File: config.mk
export PLATFORM = sky130hd
export DESIGN_NAME = golomb_rice_set_member_match
export DESIGN_NICKNAME = d
export VERILOG_FILES = /design/src/rtl/grsm_pkg.sv /design/src/rtl/golomb_rice_set_member_match.sv
export SDC_FILE = /design/constraint.sdc
export NUM_CORES = 2
export LEC_CHECK = 0
export ABC_AREA = 1
export BUFFER_PORTS_ARGS = -buffer_cell sky130_fd_sc_hd__clkbuf_2
export CORE_AREA = 2 2 473 475
export CTS_BUF_LIST = sky130_fd_sc_hd__clkbuf_8 sky130_fd_sc_hd__clkbuf_16
export DETAILED_ROUTE_END_ITERATION = 10
export DIE_AREA = 0 0 475 477
export GPL_ROUTABILITY_DRIVEN = 0
export HOLD_SLACK_MARGIN = 0.08
export PLACE_DENSITY_LB_ADDON = 0.08
export SLEW_MARGIN = 20
export SYNTH_ARGS = -nofsm -noshare
export SYNTH_HDL_FRONTEND = slang
export SYNTH_SLANG_ARGS = --single-unit
File: constraint.sdc
create_clock -name aclk -period 15.1 [get_ports aclk]
set_input_delay 1.51 -clock aclk [delete_from_list [all_inputs] [get_ports aclk]]
set_output_delay 1.51 -clock aclk [all_outputs]
set_load 0.05 [all_outputs]
File: src/rtl/grsm_pkg.sv
// Package for the Golomb-Rice coded set match block.
// Holds the sequencer states, field codes, register indexes and reset values.
// No dependencies.
package grsm_pkg;

    // Sequencer states.
    typedef enum logic [2:0] {
        ST_IDLE,
        ST_MUL,
        ST_ACC,
        ST_BIT,
        ST_SUM,
        ST_CMP,
        ST_EMIT
    } state_t;

    // Values of the op field.
    localparam logic OP_START = 1'b0;
    localparam logic OP_BYTE  = 1'b1;

    // Outcome codes.
    localparam logic [1:0] OUT_FOUND     = 2'd0;
    localparam logic [1:0] OUT_PASSED    = 2'd1;
    localparam logic [1:0] OUT_EXHAUSTED = 2'd2;

    // Register indexes on the configuration port.
    localparam logic REG_RICE_BITS = 1'b0;
    localparam logic REG_FP_RATE   = 1'b1;

    // Register widths and reset values.
    localparam int          RICE_W        = 6;
    localparam int          RATE_W        = 32;
    localparam logic [5:0]  RICE_RESET    = 6'd19;
    localparam logic [31:0] FP_RATE_RESET = 32'd784931;

    // Widest remainder a code may carry.
    localparam logic [5:0] MAX_RICE = 6'd32;

    // Multiplier passes at start: the bound, then four partial products.
    localparam int         MUL_STEPS = 5;
    localparam logic [2:0] MUL_LAST  = 3'(MUL_STEPS - 1);

endpackage

File: src/rtl/golomb_rice_set_member_match.sv
// Top level of the Golomb-Rice coded set match block.
// Single module; uses grsm_pkg for states, codes and register constants.
//
// A start word (op = 0) carries the 64-bit hash of the target and the number of
// coded elements. The block forms bound = fp_rate * set_count and maps the hash
// into [0, bound) as the upper 64 bits of hash * bound, using one shared 32x32
// multiplier: five passes (the bound, then four partial products), each a
// multiply step and then an accumulate step; no new word is taken until the
// last pass is done. A set count of zero skips the multiplier and answers at
// once with outcome "set exhausted". Data words (op = 1) bring the coded set
// one byte at a time, MSB first, and a bit-serial decoder consumes one code
// bit per cycle, pausing after each element that completes to add the delta
// and then compare; no new word is taken while a byte is being decoded. The
// pace is set by the single-bit decoder step and by the shared multiplier at
// start. Once a decision is reached, the rest of the byte is dropped, the
// query closes and one result word is issued; data words that arrive while
// no query is open are taken and ignored. The result sits in an output
// register, so new input can be taken while it waits, but a further result
// holds in the emit state until the output register is free.
// Configuration writes are expected only while the block is idle; rice_bits is
// sampled when a code's remainder begins and values above 32 act as 32.
module golomb_rice_set_member_match (
    input  logic        aclk,
    input  logic        aresetn,

    input  logic        cfg_wr_en,
    input  logic        cfg_addr,
    input  logic [31:0] cfg_wdata,

    input  logic        s_valid,
    output logic        s_ready,
    input  logic        s_op,
    input  logic [63:0] s_target_hash,
    input  logic [31:0] s_set_count,
    input  logic [7:0]  s_data_byte,

    output logic        m_valid,
    input  logic        m_ready,
    output logic        m_matched,
    output logic [1:0]  m_outcome,
    output logic [31:0] m_elements_decoded
);

    // Control state (reset).
    grsm_pkg::state_t state_reg, state_next;
    logic        query_active_reg, query_active_next;
    logic        in_rem_reg, in_rem_next;
    logic [2:0]  step_reg, step_next;
    logic        m_valid_reg, m_valid_next;
    logic [5:0]  rice_bits_reg;
    logic [31:0] fp_rate_reg;

    // Datapath state (no reset needed).
    logic [63:0]  hash_reg, hash_next;
    logic [63:0]  bound_reg, bound_next;
    logic [63:0]  prod_reg, prod_next;
    logic [127:0] acc_reg, acc_next;
    logic [63:0]  target_reg, target_next;
    logic [63:0]  running_reg, running_next;
    logic [63:0]  quot_reg, quot_next;
    logic [31:0]  rem_acc_reg, rem_acc_next;
    logic [5:0]   rem_left_reg, rem_left_next;
    logic [5:0]   code_w_reg, code_w_next;
    logic [31:0]  elems_left_reg, elems_left_next;
    logic [31:0]  decoded_reg, decoded_next;
    logic [7:0]   byte_reg, byte_next;
    logic [2:0]   bit_idx_reg, bit_idx_next;
    logic         last_bit_reg, last_bit_next;
    logic [1:0]   pend_outcome_reg, pend_outcome_next;
    logic         m_matched_reg, m_matched_next;
    logic [1:0]   m_outcome_reg, m_outcome_next;
    logic [31:0]  m_decoded_reg, m_decoded_next;

    // Shared multiplier operands and shift for the accumulate pass.
    logic [31:0] mul_a, mul_b;
    logic [6:0]  acc_shift;
    logic        cur_bit;
    logic        finish;
    logic [5:0]  rice_clamped;
    logic        s_fire;

    assign s_ready = (state_reg == grsm_pkg::ST_IDLE);
    assign s_fire  = s_valid && s_ready;

    assign m_valid            = m_valid_reg;
    assign m_matched          = m_matched_reg;
    assign m_outcome          = m_outcome_reg;
    assign m_elements_decoded = m_decoded_reg;

    assign rice_clamped = (rice_bits_reg > grsm_pkg::MAX_RICE) ? grsm_pkg::MAX_RICE
                                                                : rice_bits_reg;
    assign cur_bit = byte_reg[bit_idx_reg];

    // Operand selection for each pass of the multiplier.
    always_comb begin
        case (step_reg)
            3'd0: begin
                mul_a     = fp_rate_reg;
                mul_b     = elems_left_reg;
                acc_shift = 7'd0;
            end
            3'd1: begin
                mul_a     = hash_reg[31:0];
                mul_b     = bound_reg[31:0];
                acc_shift = 7'd0;
            end
            3'd2: begin
                mul_a     = hash_reg[31:0];
                mul_b     = bound_reg[63:32];
                acc_shift = 7'd32;
            end
            3'd3: begin
                mul_a     = hash_reg[63:32];
                mul_b     = bound_reg[31:0];
                acc_shift = 7'd32;
            end
            default: begin
                mul_a     = hash_reg[63:32];
                mul_b     = bound_reg[63:32];
                acc_shift = 7'd64;
            end
        endcase
    end

    // Sequencer: next state and datapath updates.
    always_comb begin
        state_next        = state_reg;
        query_active_next = query_active_reg;
        in_rem_next       = in_rem_reg;
        step_next         = step_reg;
        m_valid_next      = m_valid_reg;
        hash_next         = hash_reg;
        bound_next        = bound_reg;
        prod_next         = prod_reg;
        acc_next          = acc_reg;
        target_next       = target_reg;
        running_next      = running_reg;
        quot_next         = quot_reg;
        rem_acc_next      = rem_acc_reg;
        rem_left_next     = rem_left_reg;
        code_w_next       = code_w_reg;
        elems_left_next   = elems_left_reg;
        decoded_next      = decoded_reg;
        byte_next         = byte_reg;
        bit_idx_next      = bit_idx_reg;
        last_bit_next     = last_bit_reg;
        pend_outcome_next = pend_outcome_reg;
        m_matched_next    = m_matched_reg;
        m_outcome_next    = m_outcome_reg;
        m_decoded_next    = m_decoded_reg;
        finish            = 1'b0;

        if (m_valid_reg && m_ready) begin
            m_valid_next = 1'b0;
        end

        unique case (state_reg)
            grsm_pkg::ST_IDLE: begin
                if (s_fire) begin
                    if (s_op == grsm_pkg::OP_START) begin
                        // A new query drops whatever was running.
                        hash_next         = s_target_hash;
                        elems_left_next   = s_set_count;
                        running_next      = '0;
                        quot_next         = '0;
                        rem_acc_next      = '0;
                        rem_left_next     = '0;
                        code_w_next       = '0;
                        in_rem_next       = 1'b0;
                        decoded_next      = '0;
                        acc_next          = '0;
                        step_next         = '0;
                        query_active_next = 1'b1;
                        if (s_set_count == 32'd0) begin
                            query_active_next = 1'b0;
                            pend_outcome_next = grsm_pkg::OUT_EXHAUSTED;
                            state_next        = grsm_pkg::ST_EMIT;
                        end else begin
                            state_next = grsm_pkg::ST_MUL;
                        end
                    end else if (query_active_reg) begin
                        byte_next    = s_data_byte;
                        bit_idx_next = 3'd7;
                        state_next   = grsm_pkg::ST_BIT;
                    end
                end
            end
            grsm_pkg::ST_MUL: begin
                prod_next  = {32'd0, mul_a} * {32'd0, mul_b};
                state_next = grsm_pkg::ST_ACC;
            end
            grsm_pkg::ST_ACC: begin
                if (step_reg == 3'd0) begin
                    bound_next = prod_reg;
                end else begin
                    acc_next = acc_reg + ({64'd0, prod_reg} << acc_shift);
                end
                step_next = step_reg + 3'd1;
                if (step_reg == grsm_pkg::MUL_LAST) begin
                    target_next = acc_next[127:64];
                    state_next  = grsm_pkg::ST_IDLE;
                end else begin
                    state_next = grsm_pkg::ST_MUL;
                end
            end
            grsm_pkg::ST_BIT: begin
                if (!in_rem_reg) begin
                    if (cur_bit) begin
                        quot_next = quot_reg + 64'd1;
                    end else begin
                        // Unary run closed; the remainder width is sampled here.
                        code_w_next   = rice_clamped;
                        rem_acc_next  = '0;
                        rem_left_next = rice_clamped;
                        in_rem_next   = 1'b1;
                        finish        = (rice_clamped == 6'd0);
                    end
                end else begin
                    rem_acc_next  = {rem_acc_reg[30:0], cur_bit};
                    rem_left_next = rem_left_reg - 6'd1;
                    finish        = (rem_left_reg == 6'd1);
                end
                bit_idx_next  = bit_idx_reg - 3'd1;
                last_bit_next = (bit_idx_reg == 3'd0);
                if (finish) begin
                    state_next = grsm_pkg::ST_SUM;
                end else if (bit_idx_reg == 3'd0) begin
                    state_next = grsm_pkg::ST_IDLE;
                end
            end
            grsm_pkg::ST_SUM: begin
                // The remainder fits in code_w bits, so OR equals the add.
                running_next  = running_reg + ((quot_reg << code_w_reg) | {32'd0, rem_acc_reg});
                quot_next     = '0;
                rem_acc_next  = '0;
                rem_left_next = '0;
                in_rem_next   = 1'b0;
                state_next    = grsm_pkg::ST_CMP;
            end
            grsm_pkg::ST_CMP: begin
                decoded_next = decoded_reg + 32'd1;
                if (running_reg == target_reg) begin
                    pend_outcome_next = grsm_pkg::OUT_FOUND;
                    query_active_next = 1'b0;
                    state_next        = grsm_pkg::ST_EMIT;
                end else if (running_reg > target_reg) begin
                    pend_outcome_next = grsm_pkg::OUT_PASSED;
                    query_active_next = 1'b0;
                    state_next        = grsm_pkg::ST_EMIT;
                end else begin
                    elems_left_next = elems_left_reg - 32'd1;
                    if (elems_left_reg == 32'd1) begin
                        pend_outcome_next = grsm_pkg::OUT_EXHAUSTED;
                        query_active_next = 1'b0;
                        state_next        = grsm_pkg::ST_EMIT;
                    end else if (last_bit_reg) begin
                        state_next = grsm_pkg::ST_IDLE;
                    end else begin
                        state_next = grsm_pkg::ST_BIT;
                    end
                end
            end
            grsm_pkg::ST_EMIT: begin
                // Wait for the output register to be free.
                if (!m_valid_reg || m_ready) begin
                    m_valid_next   = 1'b1;
                    m_matched_next = (pend_outcome_reg == grsm_pkg::OUT_FOUND);
                    m_outcome_next = pend_outcome_reg;
                    m_decoded_next = decoded_reg;
                    state_next     = grsm_pkg::ST_IDLE;
                end
            end
            default: begin
                state_next = grsm_pkg::ST_IDLE;
            end
        endcase
    end

    // Control registers and configuration.
    always_ff @(posedge aclk) begin
        if (!aresetn) begin
            state_reg        <= grsm_pkg::ST_IDLE;
            query_active_reg <= 1'b0;
            in_rem_reg       <= 1'b0;
            step_reg         <= '0;
            m_valid_reg      <= 1'b0;
            rice_bits_reg    <= grsm_pkg::RICE_RESET;
            fp_rate_reg      <= grsm_pkg::FP_RATE_RESET;
        end else begin
            state_reg        <= state_next;
            query_active_reg <= query_active_next;
            in_rem_reg       <= in_rem_next;
            step_reg         <= step_next;
            m_valid_reg      <= m_valid_next;
            if (cfg_wr_en) begin
                unique case (cfg_addr)
                    grsm_pkg::REG_RICE_BITS: rice_bits_reg <= cfg_wdata[5:0];
                    grsm_pkg::REG_FP_RATE:   fp_rate_reg   <= cfg_wdata;
                    default: ;
                endcase
            end
        end
    end

    // Datapath registers.
    always_ff @(posedge aclk) begin
        hash_reg         <= hash_next;
        bound_reg        <= bound_next;
        prod_reg         <= prod_next;
        acc_reg          <= acc_next;
        target_reg       <= target_next;
        running_reg      <= running_next;
        quot_reg         <= quot_next;
        rem_acc_reg      <= rem_acc_next;
        rem_left_reg     <= rem_left_next;
        code_w_reg       <= code_w_next;
        elems_left_reg   <= elems_left_next;
        decoded_reg      <= decoded_next;
        byte_reg         <= byte_next;
        bit_idx_reg      <= bit_idx_next;
        last_bit_reg     <= last_bit_next;
        pend_outcome_reg <= pend_outcome_next;
        m_matched_reg    <= m_matched_next;
        m_outcome_reg    <= m_outcome_next;
        m_decoded_reg    <= m_decoded_next;
    end

    // A result word only appears after the emit state.
    assert property (@(posedge aclk) disable iff (!aresetn)
        $rose(m_valid_reg) |-> $past(state_reg) == grsm_pkg::ST_EMIT)
        else $error("result issued outside the emit state");

    // The match flag agrees with the outcome code.
    assert property (@(posedge aclk) disable iff (!aresetn)
        m_valid_reg |-> (m_matched_reg == (m_outcome_reg == grsm_pkg::OUT_FOUND)))
        else $error("matched flag disagrees with outcome");

    // While decoding a remainder there is always at least one bit left.
    assert property (@(posedge aclk) disable iff (!aresetn)
        (state_reg == grsm_pkg::ST_BIT && in_rem_reg) |-> rem_left_reg != 6'd0)
        else $error("remainder counter ran out while decoding");

    // A compare that moves to the emit state leaves the query closed.
    assert property (@(posedge aclk) disable iff (!aresetn)
        (state_reg == grsm_pkg::ST_CMP && state_next == grsm_pkg::ST_EMIT)
            |=> !query_active_reg)
        else $error("query left open after a decision");

endmodule

Word-level counts from Yosys, hierarchy flattened
Index checks and enable logic that the tools add are counted.
W data, S select, Z words.
{"block": "classes", "add_sub_neg": 8, "n_mul": 1, "order_cmp": 3, "eq_ne": 29, "n_shift": 2, "n_mux": 79, "n_bitwise": 3, "reduce_logical": 39}
{"op": "$mux W128", "n": 3}
{"op": "$mux W32", "n": 8}
{"op": "$mux W64", "n": 4}
{"op": "$pmux W128 S2", "n": 1}
{"op": "$pmux W32 S2", "n": 4}
{"op": "$pmux W64 S3", "n": 1}
{"op": "$add A128 B128 Y128", "n": 1}
{"op": "$pmux W64 S2", "n": 1}
{"op": "$shl A64 B7 Y128", "n": 1}
{"op": "$pmux W32 S3", "n": 1}
{"op": "$add A64 B1 Y64 const B", "n": 1}
{"op": "$add A64 B64 Y64", "n": 1}
{"op": "$eq A64 B64 Y1", "n": 1}
{"op": "$gt A64 B64 Y1", "n": 1}
{"op": "$mul A32 B32 Y64", "n": 1}
{"op": "$or A64 B32 Y64", "n": 1}
{"op": "$shl A64 B6 Y64", "n": 1}
{"op": "$mux W3", "n": 15}
{"op": "$mux W6", "n": 6}
{"op": "$add A32 B1 Y32 const B", "n": 1}
{"op": "$eq A32 B1 Y1 const B", "n": 1}
{"op": "$logic_not A32 Y1", "n": 1}
{"op": "$sub A32 B1 Y32 const B", "n": 1}
{"op": "$reduce_and A4 Y1", "n": 6}
{"op": "other kinds (38)", "n": 101}
{"block": "word_totals", "reg_bits": 716, "input_bits": 143, "out_inout_bits": 37, "wordCells": 191}

Longest topological paths before layout
{"block": "logic_depth", "word_depth": 8, "mapped_depth": 39, "ltp_nobuf": 36}

Worst setup path after synthesis
OpenSTA, ideal clock, no wires.
{"block": "synth_timing", "path_type": "input to register", "startpoint": "input s_op", "endpoint": "register acc_reg[0] (enable)", "arrival_time_ns": 8.092, "t_required_ns": 14.615, "setup_slack_ns": 6.523, "cell_stages": 5, "path_cell_list": "nor2_1 > inv_1 > a21oi_1 > inv_1 > nor2_1"}
{"block": "synth_between", "elab_chain_cells": 2}
{"item": "from (decl)", "line_no": "golomb_rice_set_member_match.sv:32", "rtl": "input logic s_op,"}
{"item": "$ne A2 B2 Y1 (no line)"}
{"item": "$reduce_and A4 Y1 (no line)"}
{"item": "to (signal assigned)", "line_no": "golomb_rice_set_member_match.sv:310", "rtl": "acc_reg <= acc_next;"}
{"item": "to (decl)", "line_no": "golomb_rice_set_member_match.sv:57", "rtl": "logic [127:0] acc_reg, acc_next;"}
No other way between the ends.
A chain may end at the register's enable or synchronous reset.

Final worst setup path
{"block": "layout_timing", "startpoint": "register step_reg[0]", "endpoint": "register prod_reg[63], data pin"}
{"block": "layout_between", "elab_chain_cells": 4, "word_cells_on_any_way": 9, "classes_between": "1 x mul; 3 x eq/ne; 2 x mux; 3 x reduce/logical"}
{"item": "from (decl)", "line_no": "golomb_rice_set_member_match.sv:48", "rtl": "logic [2:0] step_reg, step_next;"}
{"item": "from (signal assigned)", "line_no": "golomb_rice_set_member_match.sv:293", "rtl": "step_reg <= step_next;"}
{"item": "$eq A3 B2 Y1 or $eq A3 B1 Y1 (tied branches)", "line_no": "golomb_rice_set_member_match.sv:96", "rtl": "case (step_reg)"}
{"item": "$reduce_or A2 Y1 (no line)"}
{"item": "$pmux W32 S2", "line_no": "golomb_rice_set_member_match.sv:96"}
{"item": "$mul A32 B32 Y64 *", "line_no": "golomb_rice_set_member_match.sv:189", "rtl": "prod_next = {32'd0, mul_a} * {32'd0, mul_b};"}
{"item": "to (signal assigned)", "line_no": "golomb_rice_set_member_match.sv:309", "rtl": "prod_reg <= prod_next;"}
{"item": "to (decl)", "line_no": "golomb_rice_set_member_match.sv:56", "rtl": "logic [63:0] prod_reg, prod_next;"}
Every way passes the cells marked *; elsewhere a longest branch is shown, timed or not.

==> summary.md <==
| Metric | Value |
|---|---|
| Chip height | 477 um |
| Post-synth EDFFs | approximately 670 |
| Clk_lat worst skew | 0.76 ns |
| Detailed Route Iter0 Violations | about 9k |
| P&R area growth vs syn | 8.77% |
| Max cap viols | 0 |
| Arrival time at the worst endpoint | approximately 11 ns |
| Final nets | 13.0k |
| Family with the most delay on the worst path | adder cells |
| CORE AREA | 221000 sq um |
| CTS Buf Count | 89 |
| Critical path class | reg -> reg |
| Initial DRT Pass Iterations | 8 |
| Clock period minus worst slack | ~11 ns |
| Effective utilization at floorplan | between 30% and 40% |
| CTS Root Cell | clkbuf_16 |
| H-tree Lvls | 3 |
| CP max FO | 35 |
| Initial antenna violation count | 25 |
| RSZ-0062 raised after global routing | no |
| Fin. Hold Viols | 0 |
| Final core utilization | 42.2% |
| Clock skew | 0.0702 ns |
| Gr usage total | 32.0% |
| Clock tree buffer depth | 3 |
| Tightest Pin Transition | 1.28 ns |
| F_max | 91.7 MHz |
| Area of the die | about 230000 sq um |
| WP data required | 15.60 ns |
| Top cells by count, synth | 2552 x nand2_1, 2104 x inv_1, 1573 x nor2_1 |
| Avg Cell Area, Syn | between 7 and 8 sq um |
| Ys async rst share | 0% |
| Clock transition at path regs | 0.06 ns |
| CTS Hold Bufs | 0 |
| Commonest register cell after synthesis | edfxtp_1 |
| Worst path slowest cell | nor2_4 |
| IO Port Bufs | between 150 and 200 |
| Final instance area | 93400 sq um |
| Sequential area share after synthesis | between 20% and 30% |
| # IOs | 180 |
| Final setup fails | 0 |
| Via count | 79.3k |
| Mapped Area | 85900 sq um |
| Post-Syn Instances | 11.4k |
| Vias in the first global route | around 77k |
| Post-CTS Setup Bufs | 0 |
| Clock sink total | just over 700 |
| Relative slew slack | ~14% |
| Post-DR vias/cell | 5.48 |
| Ys Warns | 0 |
| Layout cell share with drive strength beyond 1 | 6.68% |
| Yosys top cell area share | 23.4% |
| Critical path startpoint category | register |
| Post-synth top area cell | edfxtp_1 |
| # DRC | 0 |
| Hold WC Path Type | reg -> reg |
| Pin count of the biggest net entering global routing | 103 |
| Cells resized by post-CTS repair | 0 |
| Final worst path period share | 72.2% |
| CP endpoint kind | register |
| Yosys reg bits | 716 |
| Final WL | 368000 um |
| WL/cell | 25.4 um |
| Synth area leaders | edfxtp_1 23%, fa_1 21%, nand2_1 11% |
| Status | finished, final reports clean |
| Final Max Tran Viols | 0 |
| WP buf/inv | 13 |
| Max incr delay on CP | 0.89 ns |
| DRT antenna net count | 0 |
| Syn nets | 12.9k |
| Most frequent cell after synthesis | nand2_1 |
| Max FFs per register | approximately 130 |
| HPWL after DPL | 300000 um |
| Grt total ovfl | 0 |
| Cell Area, Placed | 90200 sq um |
| TritonCTS clock tree | yes |
| Crit path top cell by count | inv_1 |
| Synth cell types | 69 |
| First-pass GRT wire length | 526000 um |
| Die width | 475 um |
| Rows | ~170 |
| Setup TNS | 0 ns |
## cell families (layout without fill, tap and decap cells)
| logic type | count (synthesis) | after routing | share of synthesized area, % |
|---|---|---|---|
| mux | 35 | 35 | 0.408 |
| buf+inv | 2514 | 2635 | 11.2 |
| compound gates | 1601 | 1601 | 10.3 |
| other cells | 0 | 23 | 0 |
| xor+xnor | 109 | 109 | 1.11 |
| simple gates | 4958 | 4958 | 23.8 |
| fa+ha+maj | 1428 | 1428 | 28.6 |
| flops | 716 | 716 | 24.5 |
## cell usage in the layout, fill, tap and decap left out, types with 32 or more instances in the layout
master / instances
a21oi_1: 550
a21oi_2: 56
a22o_1: 42
a31oi_1: 64
buf_4: 113
clkbuf_16: 90
clkbuf_2: 179
dfxtp_1: 47
edfxtp_1: 669
fa_1: 898
ha_1: 530
inv_1: 2116
inv_2: 68
mux2i_1: 35
nand2_1: 2552
nand3_1: 356
nand4_1: 77
nor2_1: 1566
nor3_1: 142
nor4_1: 40
o21a_1: 68
o21ai_0: 594
o21ai_1: 95
o21bai_1: 32
or2_2: 63
xor2_1: 81
## per-layer routing
metal  vias to the layer above  wire [um]  global-route usage, %
met4                        10      22300                   16.4
met2                      4052     159000                   48.4
li1                      35900          -                      -
met1                     38700     151000                   43.0
met5                         -         57                      0
met3                       727      35500                   6.68
## path summary, 6_finish.rpt
check | start | end | slack, ns | depth (start not counted)
worst max-delay path | step_reg[0] | prod_reg[63] | 4.19 | 36
worst min-delay path | prod_reg[9] | bound_reg[9] | 0.45 | 0
worst max register to register | step_reg[0] | prod_reg[63] | 4.19 | 36
worst min register to register | prod_reg[9] | bound_reg[9] | 0.45 | 0
## final cells by class
| class | count | area, sq um |
|---|---|---|
| antenna | 23 | 57.6 |
| clock buffer | 91 | 2270 |
| clock inverter | 70 | 856 |
| fill | 23000 | 128000 |
| inverter | 2180 | 8190 |
| multi-input combinational | 8131 | 55500 |
| sequential | 716 | 21000 |
| tap | 2975 | 3720 |
| timing repair buffer | 294 | 1780 |
## per-stage QoR
stage,std cells,hold slack [ns],setup slack [ns]
final,14500,0.447,4.19
after floorplan,11400,0.426,6.52
after detailed placement,14300,0.435,4.33
after global routing,14500,0.461,3.80
after global placement,14300,0.438,4.34
after CTS,14500,0.450,4.39
Power is left out: the tool's default activity adds up to more than one toggle a clock period on the data nets, which glitch-free logic cannot reach.
